--- config.mk ---
export PLATFORM = sky130hd
export DESIGN_NAME = xml_char_tokenizer_top
export DESIGN_NICKNAME = d
export VERILOG_FILES = /design/src/rtl/xct_pkg.sv /design/src/rtl/xct_front.sv /design/src/rtl/xct_queue.sv /design/src/rtl/xct_back.sv /design/src/rtl/xml_char_tokenizer_top.sv
export SDC_FILE = /design/constraint.sdc
export NUM_CORES = 1
export LEC_CHECK = 0
export CAP_MARGIN = 25
export CORE_ASPECT_RATIO = 1.75
export CORE_MARGIN = 2
export CORE_UTILIZATION = 29
export CTS_BUF_LIST = sky130_fd_sc_hd__clkbuf_4
export DETAILED_ROUTE_END_ITERATION = 12
export DONT_BUFFER_PORTS = 1
export GPL_TIMING_DRIVEN = 0
export SLEW_MARGIN = 20
export SYNTH_ARGS = -nofsm -noshare
export SYNTH_HDL_FRONTEND = slang
export SYNTH_SLANG_ARGS = --single-unit
--- constraint.sdc ---
create_clock -name clk -period 4.8 [get_ports clk]
set_input_delay 0 -clock clk [delete_from_list [all_inputs] [get_ports clk]]
set_output_delay 0 -clock clk [all_outputs]
set_load 0.05 [all_outputs]
--- src/rtl/xct_pkg.sv ---
// Package for the XML byte tokenizer: result and queue types, lexer codes
// and the per-byte scan function. No dependencies.
`default_nettype none

package xct_pkg;

  localparam logic [1:0] MODE_MARKUP = 2'd0;
  localparam logic [1:0] MODE_TEXT   = 2'd1;
  localparam logic [1:0] MODE_QUOTED = 2'd2;
  localparam logic [1:0] MODE_WORD   = 2'd3;

  localparam logic [2:0] TT_OPEN   = 3'd0;
  localparam logic [2:0] TT_CLOSE  = 3'd1;
  localparam logic [2:0] TT_EQUALS = 3'd2;
  localparam logic [2:0] TT_STRING = 3'd3;
  localparam logic [2:0] TT_TEXT   = 3'd4;

  localparam logic KIND_APPEND = 1'b0;
  localparam logic KIND_END    = 1'b1;

  localparam logic [7:0] CH_TAB   = 8'h09;
  localparam logic [7:0] CH_LF    = 8'h0A;
  localparam logic [7:0] CH_CR    = 8'h0D;
  localparam logic [7:0] CH_SPACE = 8'h20;
  localparam logic [7:0] CH_QUOTE = 8'h22;
  localparam logic [7:0] CH_LT    = 8'h3C;
  localparam logic [7:0] CH_EQ    = 8'h3D;
  localparam logic [7:0] CH_GT    = 8'h3E;
  localparam logic [7:0] CH_BSL   = 8'h5C;
  localparam logic [7:0] CH_N     = 8'h6E;
  localparam logic [7:0] CH_R     = 8'h72;
  localparam logic [7:0] CH_NUL   = 8'h00;

  typedef struct packed {
    logic [1:0] mode;
    logic       esc;
    logic       has;
  } lex_state_t;

  typedef struct packed {
    logic       kind;
    logic [2:0] token_type;
    logic [7:0] ch;
  } result_t;

  typedef struct packed {
    lex_state_t st;
    logic [1:0] cnt;
    result_t    r0;
    result_t    r1;
    logic       again;
  } scan_out_t;

  typedef struct packed {
    logic    two;
    result_t r0;
    result_t r1;
  } q_entry_t;

  function automatic scan_out_t push_res(scan_out_t o, result_t r);
    scan_out_t t;
    t = o;
    if (o.cnt == 2'd0) begin
      t.r0  = r;
      t.cnt = 2'd1;
    end else if (o.cnt == 2'd1) begin
      t.r1  = r;
      t.cnt = 2'd2;
    end
    return t;
  endfunction

  function automatic scan_out_t end_tok(scan_out_t o, logic [2:0] tt, logic [7:0] ch);
    scan_out_t t;
    t        = push_res(o, '{kind: KIND_END, token_type: tt, ch: ch});
    t.st.has = 1'b0;
    t.st.esc = 1'b0;
    return t;
  endfunction

  function automatic scan_out_t append_byte(scan_out_t o, logic [7:0] c);
    scan_out_t t;
    t = o;
    if (o.st.has || c > CH_SPACE) begin
      t.st.esc = 1'b0;
      if (c == CH_LF) begin
        t = push_res(t, '{kind: KIND_APPEND, token_type: TT_OPEN, ch: CH_BSL});
        t = push_res(t, '{kind: KIND_APPEND, token_type: TT_OPEN, ch: CH_N});
      end else if (c == CH_CR) begin
        t = push_res(t, '{kind: KIND_APPEND, token_type: TT_OPEN, ch: CH_BSL});
        t = push_res(t, '{kind: KIND_APPEND, token_type: TT_OPEN, ch: CH_R});
      end else begin
        t = push_res(t, '{kind: KIND_APPEND, token_type: TT_OPEN, ch: c});
      end
      t.st.has = 1'b1;
    end
    return t;
  endfunction

  function automatic logic is_blank(logic [7:0] c);
    return (c == CH_SPACE) || (c == CH_CR) || (c == CH_LF) || (c == CH_TAB);
  endfunction

  function automatic scan_out_t scan_pass(scan_out_t o, logic [7:0] c);
    scan_out_t t;
    t       = o;
    t.again = 1'b0;
    case (o.st.mode)
      MODE_MARKUP: begin
        if (c == CH_LT) begin
          t = end_tok(t, TT_OPEN, c);
        end else if (c == CH_GT) begin
          t         = end_tok(t, TT_CLOSE, c);
          t.st.mode = MODE_TEXT;
        end else if (c == CH_EQ) begin
          t = end_tok(t, TT_EQUALS, c);
        end else if (c == CH_QUOTE) begin
          t.st.mode = MODE_QUOTED;
        end else if (!is_blank(c)) begin
          t.st.mode = MODE_WORD;
          t.again   = 1'b1;
        end
      end
      MODE_TEXT: begin
        if (c == CH_LT) begin
          t.st.mode = MODE_MARKUP;
          if (o.st.has) begin
            t = end_tok(t, TT_TEXT, CH_NUL);
          end
          t.again = 1'b1;
        end else begin
          t = append_byte(t, c);
        end
      end
      MODE_QUOTED: begin
        if (c == CH_QUOTE && !o.st.esc) begin
          t         = end_tok(t, TT_STRING, CH_NUL);
          t.st.mode = MODE_MARKUP;
        end else if (c == CH_BSL && !o.st.esc) begin
          t.st.esc = 1'b1;
        end else begin
          t = append_byte(t, c);
        end
      end
      default: begin
        if (c == CH_LT || c == CH_GT || c == CH_EQ || c == CH_QUOTE) begin
          t         = end_tok(t, TT_STRING, CH_NUL);
          t.st.mode = MODE_MARKUP;
          t.again   = 1'b1;
        end else if (c == CH_SPACE) begin
          t         = end_tok(t, TT_STRING, CH_NUL);
          t.st.mode = MODE_MARKUP;
        end else begin
          t = append_byte(t, c);
        end
      end
    endcase
    return t;
  endfunction

  // a rescanned byte never asks for a third pass
  function automatic scan_out_t scan_byte(lex_state_t s, logic [7:0] c);
    scan_out_t o0;
    scan_out_t o1;
    scan_out_t o2;
    o0       = '0;
    o0.st    = s;
    o1       = scan_pass(o0, c);
    o2       = scan_pass(o1, c);
    return o1.again ? o2 : o1;
  endfunction

endpackage

`default_nettype wire

--- src/rtl/xct_front.sv ---
// Front end of the XML byte tokenizer: accepts bytes, holds the lexer state
// and builds one queue entry of up to two results per byte. Uses xct_pkg.
`default_nettype none

module xct_front (
  input  wire logic              clk,
  input  wire logic              rst_n,
  input  wire logic              in_valid,
  input  wire logic [7:0]        in_char,
  output logic                   in_stall,
  input  wire logic              q_full,
  output logic                   q_push,
  output xct_pkg::q_entry_t      q_data
);
  import xct_pkg::*;

  lex_state_t st_r;
  lex_state_t st_nxt;
  scan_out_t  scan;
  logic       accept;

  assign in_stall = q_full;
  assign accept   = in_valid && !q_full;
  assign scan     = scan_byte(st_r, in_char);

  assign q_push     = accept && (scan.cnt != 2'd0);
  assign q_data.two = (scan.cnt == 2'd2);
  assign q_data.r0  = scan.r0;
  assign q_data.r1  = scan.r1;

  always_comb begin
    st_nxt = st_r;
    if (accept) begin
      st_nxt = scan.st;
    end
  end

  always_ff @(posedge clk) begin
    if (!rst_n) begin
      st_r <= '{mode: MODE_MARKUP, esc: 1'b0, has: 1'b0};
    end else begin
      st_r <= st_nxt;
    end
  end

endmodule

`default_nettype wire

--- src/rtl/xct_queue.sv ---
// Short queue of result entries between the front and back ends of the
// XML byte tokenizer. Uses xct_pkg.
`default_nettype none

module xct_queue #(
  parameter int DEPTH = 4
) (
  input  wire logic              clk,
  input  wire logic              rst_n,
  input  wire logic              push,
  input  wire xct_pkg::q_entry_t push_data,
  input  wire logic              pop,
  output xct_pkg::q_entry_t      head,
  output logic                   empty,
  output logic                   full
);
  import xct_pkg::*;

  localparam int AW = $clog2(DEPTH);
  localparam logic [AW-1:0] LAST_IDX = AW'(DEPTH - 1);
  localparam logic [AW:0]   FULL_CNT = (AW + 1)'(DEPTH);

  q_entry_t      mem_r [DEPTH];
  logic [AW-1:0] wr_ptr_r;
  logic [AW-1:0] wr_ptr_nxt;
  logic [AW-1:0] rd_ptr_r;
  logic [AW-1:0] rd_ptr_nxt;
  logic [AW:0]   cnt_r;
  logic [AW:0]   cnt_nxt;
  logic          do_push;
  logic          do_pop;

  assign empty   = (cnt_r == '0);
  assign full    = (cnt_r == FULL_CNT);
  assign do_push = push && !full;
  assign do_pop  = pop && !empty;
  assign head    = mem_r[rd_ptr_r];

  always_comb begin
    wr_ptr_nxt = wr_ptr_r;
    rd_ptr_nxt = rd_ptr_r;
    cnt_nxt    = cnt_r;
    if (do_push) begin
      wr_ptr_nxt = (wr_ptr_r == LAST_IDX) ? '0 : wr_ptr_r + 1'b1;
    end
    if (do_pop) begin
      rd_ptr_nxt = (rd_ptr_r == LAST_IDX) ? '0 : rd_ptr_r + 1'b1;
    end
    if (do_push && !do_pop) begin
      cnt_nxt = cnt_r + 1'b1;
    end else if (do_pop && !do_push) begin
      cnt_nxt = cnt_r - 1'b1;
    end
  end

  always_ff @(posedge clk) begin
    if (do_push) begin
      mem_r[wr_ptr_r] <= push_data;
    end
  end

  always_ff @(posedge clk) begin
    if (!rst_n) begin
      wr_ptr_r <= '0;
      rd_ptr_r <= '0;
      cnt_r    <= '0;
    end else begin
      wr_ptr_r <= wr_ptr_nxt;
      rd_ptr_r <= rd_ptr_nxt;
      cnt_r    <= cnt_nxt;
    end
  end

endmodule

`default_nettype wire

--- src/rtl/xct_back.sv ---
// Back end of the XML byte tokenizer: unpacks queue entries into single
// results held in the output register. Uses xct_pkg.
`default_nettype none

module xct_back (
  input  wire logic              clk,
  input  wire logic              rst_n,
  input  wire logic              q_empty,
  input  wire xct_pkg::q_entry_t q_head,
  output logic                   q_pop,
  output logic                   out_valid,
  input  wire logic              out_stall,
  output logic                   out_kind,
  output logic [2:0]             out_token_type,
  output logic [7:0]             out_char,
  output logic                   out_last
);
  import xct_pkg::*;

  logic    valid_r;
  logic    valid_nxt;
  logic    sel_r;
  logic    sel_nxt;
  result_t res_r;
  logic    last_r;
  logic    load;
  logic    take;
  logic    is_last;
  result_t cur;

  assign load    = !valid_r || !out_stall;
  assign take    = load && !q_empty;
  assign is_last = sel_r || !q_head.two;
  assign cur     = sel_r ? q_head.r1 : q_head.r0;
  assign q_pop   = take && is_last;

  always_comb begin
    valid_nxt = valid_r;
    sel_nxt   = sel_r;
    if (load) begin
      valid_nxt = !q_empty;
    end
    if (take) begin
      sel_nxt = !is_last;
    end
  end

  always_ff @(posedge clk) begin
    if (!rst_n) begin
      valid_r <= 1'b0;
      sel_r   <= 1'b0;
    end else begin
      valid_r <= valid_nxt;
      sel_r   <= sel_nxt;
    end
  end

  always_ff @(posedge clk) begin
    if (take) begin
      res_r  <= cur;
      last_r <= is_last;
    end
  end

  assign out_valid      = valid_r;
  assign out_kind       = res_r.kind;
  assign out_token_type = res_r.token_type;
  assign out_char       = res_r.ch;
  assign out_last       = last_r;

endmodule

`default_nettype wire

--- src/rtl/xml_char_tokenizer_top.sv ---
// Top level of the XML byte tokenizer: front end, result queue and back end.
// Uses xct_pkg, xct_front, xct_queue and xct_back.
//
// Usage:
//   Input channel: in_valid / in_stall carry one XML byte (in_char) per
//   transaction. Output channel: out_valid / out_stall carry one result per
//   transaction: out_kind (append or token end), out_token_type, out_char and
//   out_last, which marks the final result caused by an input byte. A byte
//   causes zero, one or two results; bytes with none give no transaction.
//   The results of a taken byte are written to the queue at the accepting
//   edge and then loaded into the output register, which drives the output
//   ports. Throughput: one byte per cycle while each gives at most one
//   result and the receiver does not stall; a byte with two results passes
//   the output register one result at a time, and the queue of QUEUE_DEPTH
//   entries absorbs such bursts.
//   in_stall rises only when the queue is full, which happens when the
//   receiver stalls for long enough or two-result bytes arrive back to back.
//   A stalled result holds on the output ports.
//   Reset: the lexer returns to between-markup with no token data and no
//   escape pending; queue and output register empty. A partial token at the
//   end of the stream is never finished.
`default_nettype none

module xml_char_tokenizer_top #(
  parameter int QUEUE_DEPTH = 4
) (
  input  wire logic       clk,
  input  wire logic       rst_n,
  input  wire logic       in_valid,
  output logic            in_stall,
  input  wire logic [7:0] in_char,
  output logic            out_valid,
  input  wire logic       out_stall,
  output logic            out_kind,
  output logic [2:0]      out_token_type,
  output logic [7:0]      out_char,
  output logic            out_last
);
  import xct_pkg::*;

  q_entry_t q_wdata;
  q_entry_t q_head;
  logic     q_push;
  logic     q_pop;
  logic     q_empty;
  logic     q_full;

  xct_front u_front (
    .clk      (clk),
    .rst_n    (rst_n),
    .in_valid (in_valid),
    .in_char  (in_char),
    .in_stall (in_stall),
    .q_full   (q_full),
    .q_push   (q_push),
    .q_data   (q_wdata)
  );

  xct_queue #(
    .DEPTH (QUEUE_DEPTH)
  ) u_queue (
    .clk       (clk),
    .rst_n     (rst_n),
    .push      (q_push),
    .push_data (q_wdata),
    .pop       (q_pop),
    .head      (q_head),
    .empty     (q_empty),
    .full      (q_full)
  );

  xct_back u_back (
    .clk            (clk),
    .rst_n          (rst_n),
    .q_empty        (q_empty),
    .q_head         (q_head),
    .q_pop          (q_pop),
    .out_valid      (out_valid),
    .out_stall      (out_stall),
    .out_kind       (out_kind),
    .out_token_type (out_token_type),
    .out_char       (out_char),
    .out_last       (out_last)
  );

endmodule

`default_nettype wire

# Word-level counts from Yosys, hierarchy flattened
# Memories as Yosys holds them, arrays and structs flattened. A register that Yosys moved wholly into a read port is not among the register bits.
# Cells that the tools add are included.
word_totals:
  n_memories: 1
  ff_bits: 26
  wordCells: 284
  out_inout_bits: 15
  mem_bits_rw: 100
  in_bits: 12
mem_list:
  columns: ["name", "depth", "width", "rd", "rd_ports_with_merged_regs", "write_ports", "line", "rtl"]
  rows:
  - ["u_queue.mem_r", 4, 25, 1, 1, 1, "xct_queue.sv:23", "q_entry_t mem_r [DEPTH];"]
op_classes:
  order_cmp: 1
  mux: 184
  eq_ne: 30
  n_reduce_logical: 52
  addsub: 4
op_table:
  columns: ["operator", "count"]
  rows:
  - ["$mux 12", 52]
  - ["$mux 31", 13]
  - ["$mux 27", 12]
  - ["$mux 14", 21]
  - ["$mux 29", 8]
  - ["$pmux 31 s3", 2]
  - ["$mux 2", 57]
  - ["$mux 28", 4]
  - ["$mux 7", 6]
  - ["$eq 8x6->1 const B", 5]
  - ["$eq 2x1->1 const B", 15]
  - ["$logic_not 2->1", 15]
  - ["$eq 8x4->1 const B", 3]
  - ["$logic_and 1x1->1", 12]
  - ["$eq 2x2->1 const B", 5]
  - ["$logic_not 1->1", 10]
  - ["$logic_or 1x1->1", 10]
  - ["$eq 8x7->1 const B", 1]
  - ["$gt 8x6->1 const B", 1]
  - ["$mux 1", 7]
  - ["$mux 3", 2]
  - ["$reduce_or 3->1", 2]
  - ["$add 2x1->2 const B", 2]
  - ["$reduce_bool 2->1", 2]
  - ["other kinds (4)", 4]

# Longest topological paths before layout
logic_depth:
  word_depth: 42
  mapped_depth: 20
  ltp_nobuf: 19

# Modules after synthesis
# Synthesis repeated with hierarchy kept, for this count alone.
unflattened:
  hier_cells: 523
  hier_area_um2: 6831.6
modules_own_cells:
  columns: ["module", "cells_each", "instances", "area_per_inst_um2"]
  rows:
  - ["xct_queue", 182, 1, 4131.5]
  - ["xct_front", 304, 1, 2010.7]
  - ["xct_back", 37, 1, 689.4]

# Least setup slack after synthesis
# Ideal clock, no wire load.
synth_timing:
  kind: "input port to flip-flop"
  start: "input in_char[5]"
  end: "memory u_queue.mem_r[0][0] (netlist name), enable pin"
  setup_time_ps: 446
  cell_stages: 13
  t_arrival_ps: 4533
  path_slack_ps: -178
  path_cell_list: "buf_2 or3b_1 o31ai_2 o211ai_2 nand3_1 nand2_1 a21oi_1 inv_1 ha_1 or2_2 a21oi_1 a311oi_4 a211oi_1"
synth_via:
  elab_chain_len: 31
  word_cells_on_any_way: 125
  cone_classes: "order compare: 1; eq/ne: 18; mux: 82; reduce/logical: 24"
synth_lines:
  columns: ["item", "line", "rtl"]
  rows:
  - ["start: declaration", "xml_char_tokenizer_top.sv:31", "input wire logic [7:0] in_char,"]
  - ["branches (longest 25 deep; another with $gt 8x6->1)", null, null]
  - ["$mux 31 *", "xct_pkg.sv:170", "return o1.again ? o2 : o1;"]
  - ["$reduce_bool 2->1 *", "xct_front.sv:26", "assign q_push = accept && (scan.cnt != 2'd0);"]
  - ["$logic_and 1x1->1 *", "xct_front.sv:26", null]
  - ["$logic_and 1x1->1 *", "xct_queue.sv:35", "assign do_push = push && !full;"]
  - ["$mux 1 *", "xct_queue.sv:57", "if (do_push) begin"]
  - ["$mux 1 (implied by the code) *", "xct_queue.sv:58", "mem_r[wr_ptr_r] <= push_data;"]
  - ["end: declaration", "xct_queue.sv:23", null]
# Every way passes the cells marked *. The select of a mux whose other input is x is not followed.

# Final worst setup path
layout_timing:
  start: "input in_char[3]"
  end: "register u_queue.cnt_r[2]"
layout_via:
  elab_chain_len: 32
  word_cells_on_any_way: 128
  cone_classes: "order compare: 1; eq/ne: 18; mux: 81; reduce/logical: 28"
layout_lines:
  columns: ["item", "line", "rtl"]
  rows:
  - ["branches (longest 25 deep; another with $gt 8x6->1)", null, null]
  - ["$mux 31 *", "xct_pkg.sv:170", null]
  - ["$reduce_bool 2->1 *", "xct_front.sv:26", null]
  - ["$logic_and 1x1->1 *", "xct_front.sv:26", null]
  - ["$logic_and 1x1->1 *", "xct_queue.sv:35", null]
  - ["named net u_queue.do_push", "xct_queue.sv:30", "logic do_push;"]
  - ["$logic_not 1->1", "xct_queue.sv:51", "end else if (do_pop && !do_push) begin"]
  - ["$logic_and 1x1->1", "xct_queue.sv:51", null]
  - ["$reduce_bool 2->1 (no source line)", null, null]
  - ["end signal: assignment", "xct_queue.sv:70", "cnt_r <= cnt_nxt;"]
  - ["end: declaration", "xct_queue.sv:28", "logic [AW:0] cnt_r;"]
# Mark *: on every way through the listed nets, which the timed path passes. The select of a mux whose other input is x is not followed.
# A chain may end at the register's enable or synchronous reset.

==> impl_metrics.csv <==
group,metric,value,unit
layout,nets,588,
placed_design,portBuffers,0,
routing,viasPerCell,5.48,
floorplan,core,23200,um2
critical_path,crit_required,5260,ps
clock_network,clk_pin_slew,110,ps
layout,layout.cells.non_filler,883,
synthesis,synth_cell_types,87,
floorplan,die_h,207,um
critical_path,critPathTopFamily,"compound AO/OA/AOI/OAI gates",
synthesis,synth_seq_area_share,0.543,
sta,worst_clock_skew,11.9,ps
power,power.internal,2.35,mW
floorplan,die_area,24800,um2
synthesis,synth-seq-cells,128,
sta,setup_violations,0,
layout,fillCellCount,2257,
sta,fin_setup_tns,0,ps
sta,slew_headroom,0.328,
synthesis,synth_flop_cell,"edfxtp_1",
layout,final_design_area_no_fill,7750,um2
power,clockPowerShare,0.170,
grt,grt_usage,0.160,
routing,drcViolationCount,0,
sta,whs,138,ps
grt,gr-total-overflow,0,
routing,wl_per_cell,21.8,um
sta,setup_ws,187,ps
clock_network,clock_latency,530,ps
synthesis,async_flop_share,0,
routing,drt_iter0_markers,410,
power,net-switching-power,1.47,mW
clock_network,root_buffer,"clkbuf_4",
power,combPwrFrac,0.349,
critical_path,cpPeakStageDelay,550,ps
worst_hold_path,hold_path.class,"in -> reg",
synthesis,postSynthAreaPerCell,13.0,um2
power,seqPwrFrac,0.481,
floorplan,initial_core_util,0.293,
placed_design,gp_congestion,1.03,
critical_path,critical_path_class,"in -> reg",
sta,hold_viol_final,0,
routing,vias,4841,
clock_network,cts_buffers,17,
critical_path,start_kind,"input port",
power,fin_total_pwr,3.81,mW
run,maxCapViolations,0,
routing,first_pass_iters,5,
placed_design,hpwl,14700,um
power,leakage,2.54,nW
grt,antenna_found_initial,1,
clock_network,htree_levels,4,
critical_path,cp-end-kind,"flop",
layout,final_cell_mix,"113 x edfxtp_1, 37 x nand2_1, 32 x a21oi_1, 29 x nor2_1, 25 x mux4_2",
critical_path,critPathArrivalTime,5080,ps
routing,ant_nets,0,
grt,grt_pass1_vias,5024,
clock_network,clk_path_buf_depth,2,
synthesis,synth_edf_count,113,
synthesis,netlist_instances,524,
status,status,"completed",
sta,finalCriticalPeriod,4610,ps
placed_design,post-place-ws,-262,ps
layout,multiInputGateArea,2970,um2
clock_network,numClockSinks,128,
synthesis,netlist_area,6800,um2
layout,syn_to_final_growth,13.9,%
floorplan,io_pins,27,
synthesis,yosysWarnings,0,
layout,post-route-util,0.334,
clock_network,cts_tree,"done",
synthesis,yosys.area.top_type_share,0.499,
sta,rsz0062_at_grt,"no",
layout,layout_commonest_cell,"edfxtp_1",
floorplan,die_x,120,um
sta,maxSlewViolCount,0,
power,powerDensity,492,nW/um2
routing,routed_wl,19200,um
layout,seq_area,3690,um2
grt,grt_pass1_wl,29500,um
layout,drive_gt1_frac,0.249,
critical_path,cp_slowest_cell,"dlygate4sd3_1",
grt,grt_max_degree,17,
sta,tightestPinTransition,1010,ps
power,switching_share,0.385,
sta,timing.fmax,217,MHz
synthesis,synth_area_leaders,"edfxtp_1 50%, mux4_2 8.3%, dfxtp_1 4.4%",
floorplan,num_rows,74,
critical_path,crit_buf_inv,5,
critical_path,worstPathMaxFanout,10,
power,max-vdd-ir-drop,0.000183,V
placed_design,place_area,7410,um2
sta,post-route-period-util,0.961,
placed_design,place_inst,843,
critical_path,crit_chain,"dlygate4sd3_1 -> buf_6 -> nor4b_2 -> o211ai_1 -> clkbuf_1 -> nand2_1 -> a21oi_2 -> inv_1 -> ha_1 -> or2_2 -> a21oi_1 -> a311oi_4 -> a21oi_1 -> ha_1 -> inv_1 -> fa_1 -> xor2_1 -> or3_1 -> a21boi_0",
synthesis,yosysTopAreaCell,"edfxtp_1",
## path summary, 6_finish.rpt
kind	from	end	slack, ps	depth (start not counted)
max	in_char[3]	u_queue.cnt_r[2]$_SDFFE_PN0P_	190	19
min	in_char[6]	u_queue.mem_r[0][6]$_DFFE_PP_	140	4
max reg2reg	u_front.st_r[3]$_SDFFE_PN0P_	u_queue.cnt_r[2]$_SDFFE_PN0P_	260	15
min reg2reg	u_queue.rd_ptr_r[0]$_SDFFE_PN0P_	u_queue.rd_ptr_r[0]$_SDFFE_PN0P_	540	2
## synthesized netlist by cell type (8+ instances only)
cell	n
edfxtp_1	113
nand2_1	37
a21oi_1	35
nor2_1	30
mux4_2	25
nand3_1	20
clkbuf_1	15
dfxtp_1	15
inv_1	15
mux2_2	12
o21ai_0	12
buf_2	10
ha_1	10
nor3_1	9
o211ai_1	8
## tightest hold or removal path, cell delays in order
cell,delay [ps]
buf_6,150
nand2_1,90
nand2_1,70
a41o_1,230
## power groups by stage
stage / Sequential [mW] / Clock (mW) / Combinational [mW]
after floorplan: 1.83 / 0 / 0.912
after global placement: 1.86 / 0 / 1.20
after detailed placement: 1.86 / 0 / 1.33
after CTS: 1.83 / 0.671 / 1.34
after global routing: 1.86 / 0.720 / 1.44
final: 1.83 / 0.650 / 1.33
## layout make-up
| cell class | count | area share |
|---|---|---|
| clock buffer | 17 | 0.0165 |
| tap | 304 | 0.0491 |
| antenna | 1 | 0.000323 |
| sequential | 128 | 0.477 |
| buffer | 31 | 0.0208 |
| multi-input combinational | 351 | 0.383 |
| clock inverter | 15 | 0.0157 |
| inverter | 16 | 0.00872 |
| timing repair buffer | 20 | 0.0291 |
## metal layers
| layer | vias up | track usage | part of all wire | wire length [um] |
|---|---|---|---|---|
| met5 | - | 0 | 0 | 0 |
| met4 | 0 | 0.109 | 0.062 | 1200 |
| met3 | 66 | 0.0247 | 0.043 | 824 |
| met2 | 210 | 0.304 | 0.55 | 10600 |
| met1 | 2413 | 0.158 | 0.34 | 6560 |
| li1 | 2152 | - | - | - |
## logic make-up (layout without fill, tap and decap cells)
kind of cell    count (synthesis)  in the layout  share of synthesized area
mux                            41             41                      0.108
xor+xnor                        2              2                    0.00257
simple gates                  149            149                      0.121
buf+inv                        48             99                     0.0338
flops                         128            128                      0.543
other cells                     1              5                   0.000551
compound gates                144            144                      0.170
fa+ha+maj                      11             11                     0.0213
## repair_timing
item | in CTS | in global routing
hold buffers | 6 | 0
setup endpoints to repair | 1 | 1
buffers inserted | 0 | 1
pin swaps | 0 | 1
hold endpoints to repair | 41 | 0
resized for setup | 2 | 4
## flip-flops by register name, summed over array words and instances, names as in the netlist, named ones only
name and flops:
u_queue.cnt_r 3, u_back.sel_r 1, u_back.out_token_type 3, u_queue.rd_ptr_r 2, u_queue.mem_r 100, u_queue.wr_ptr_r 2, u_back.out_last 1, u_back.out_char 8
u_back.out_valid 1, u_front.st_r 4, u_back.out_kind 1
Note: power is estimated with default switching activity, not from simulation.
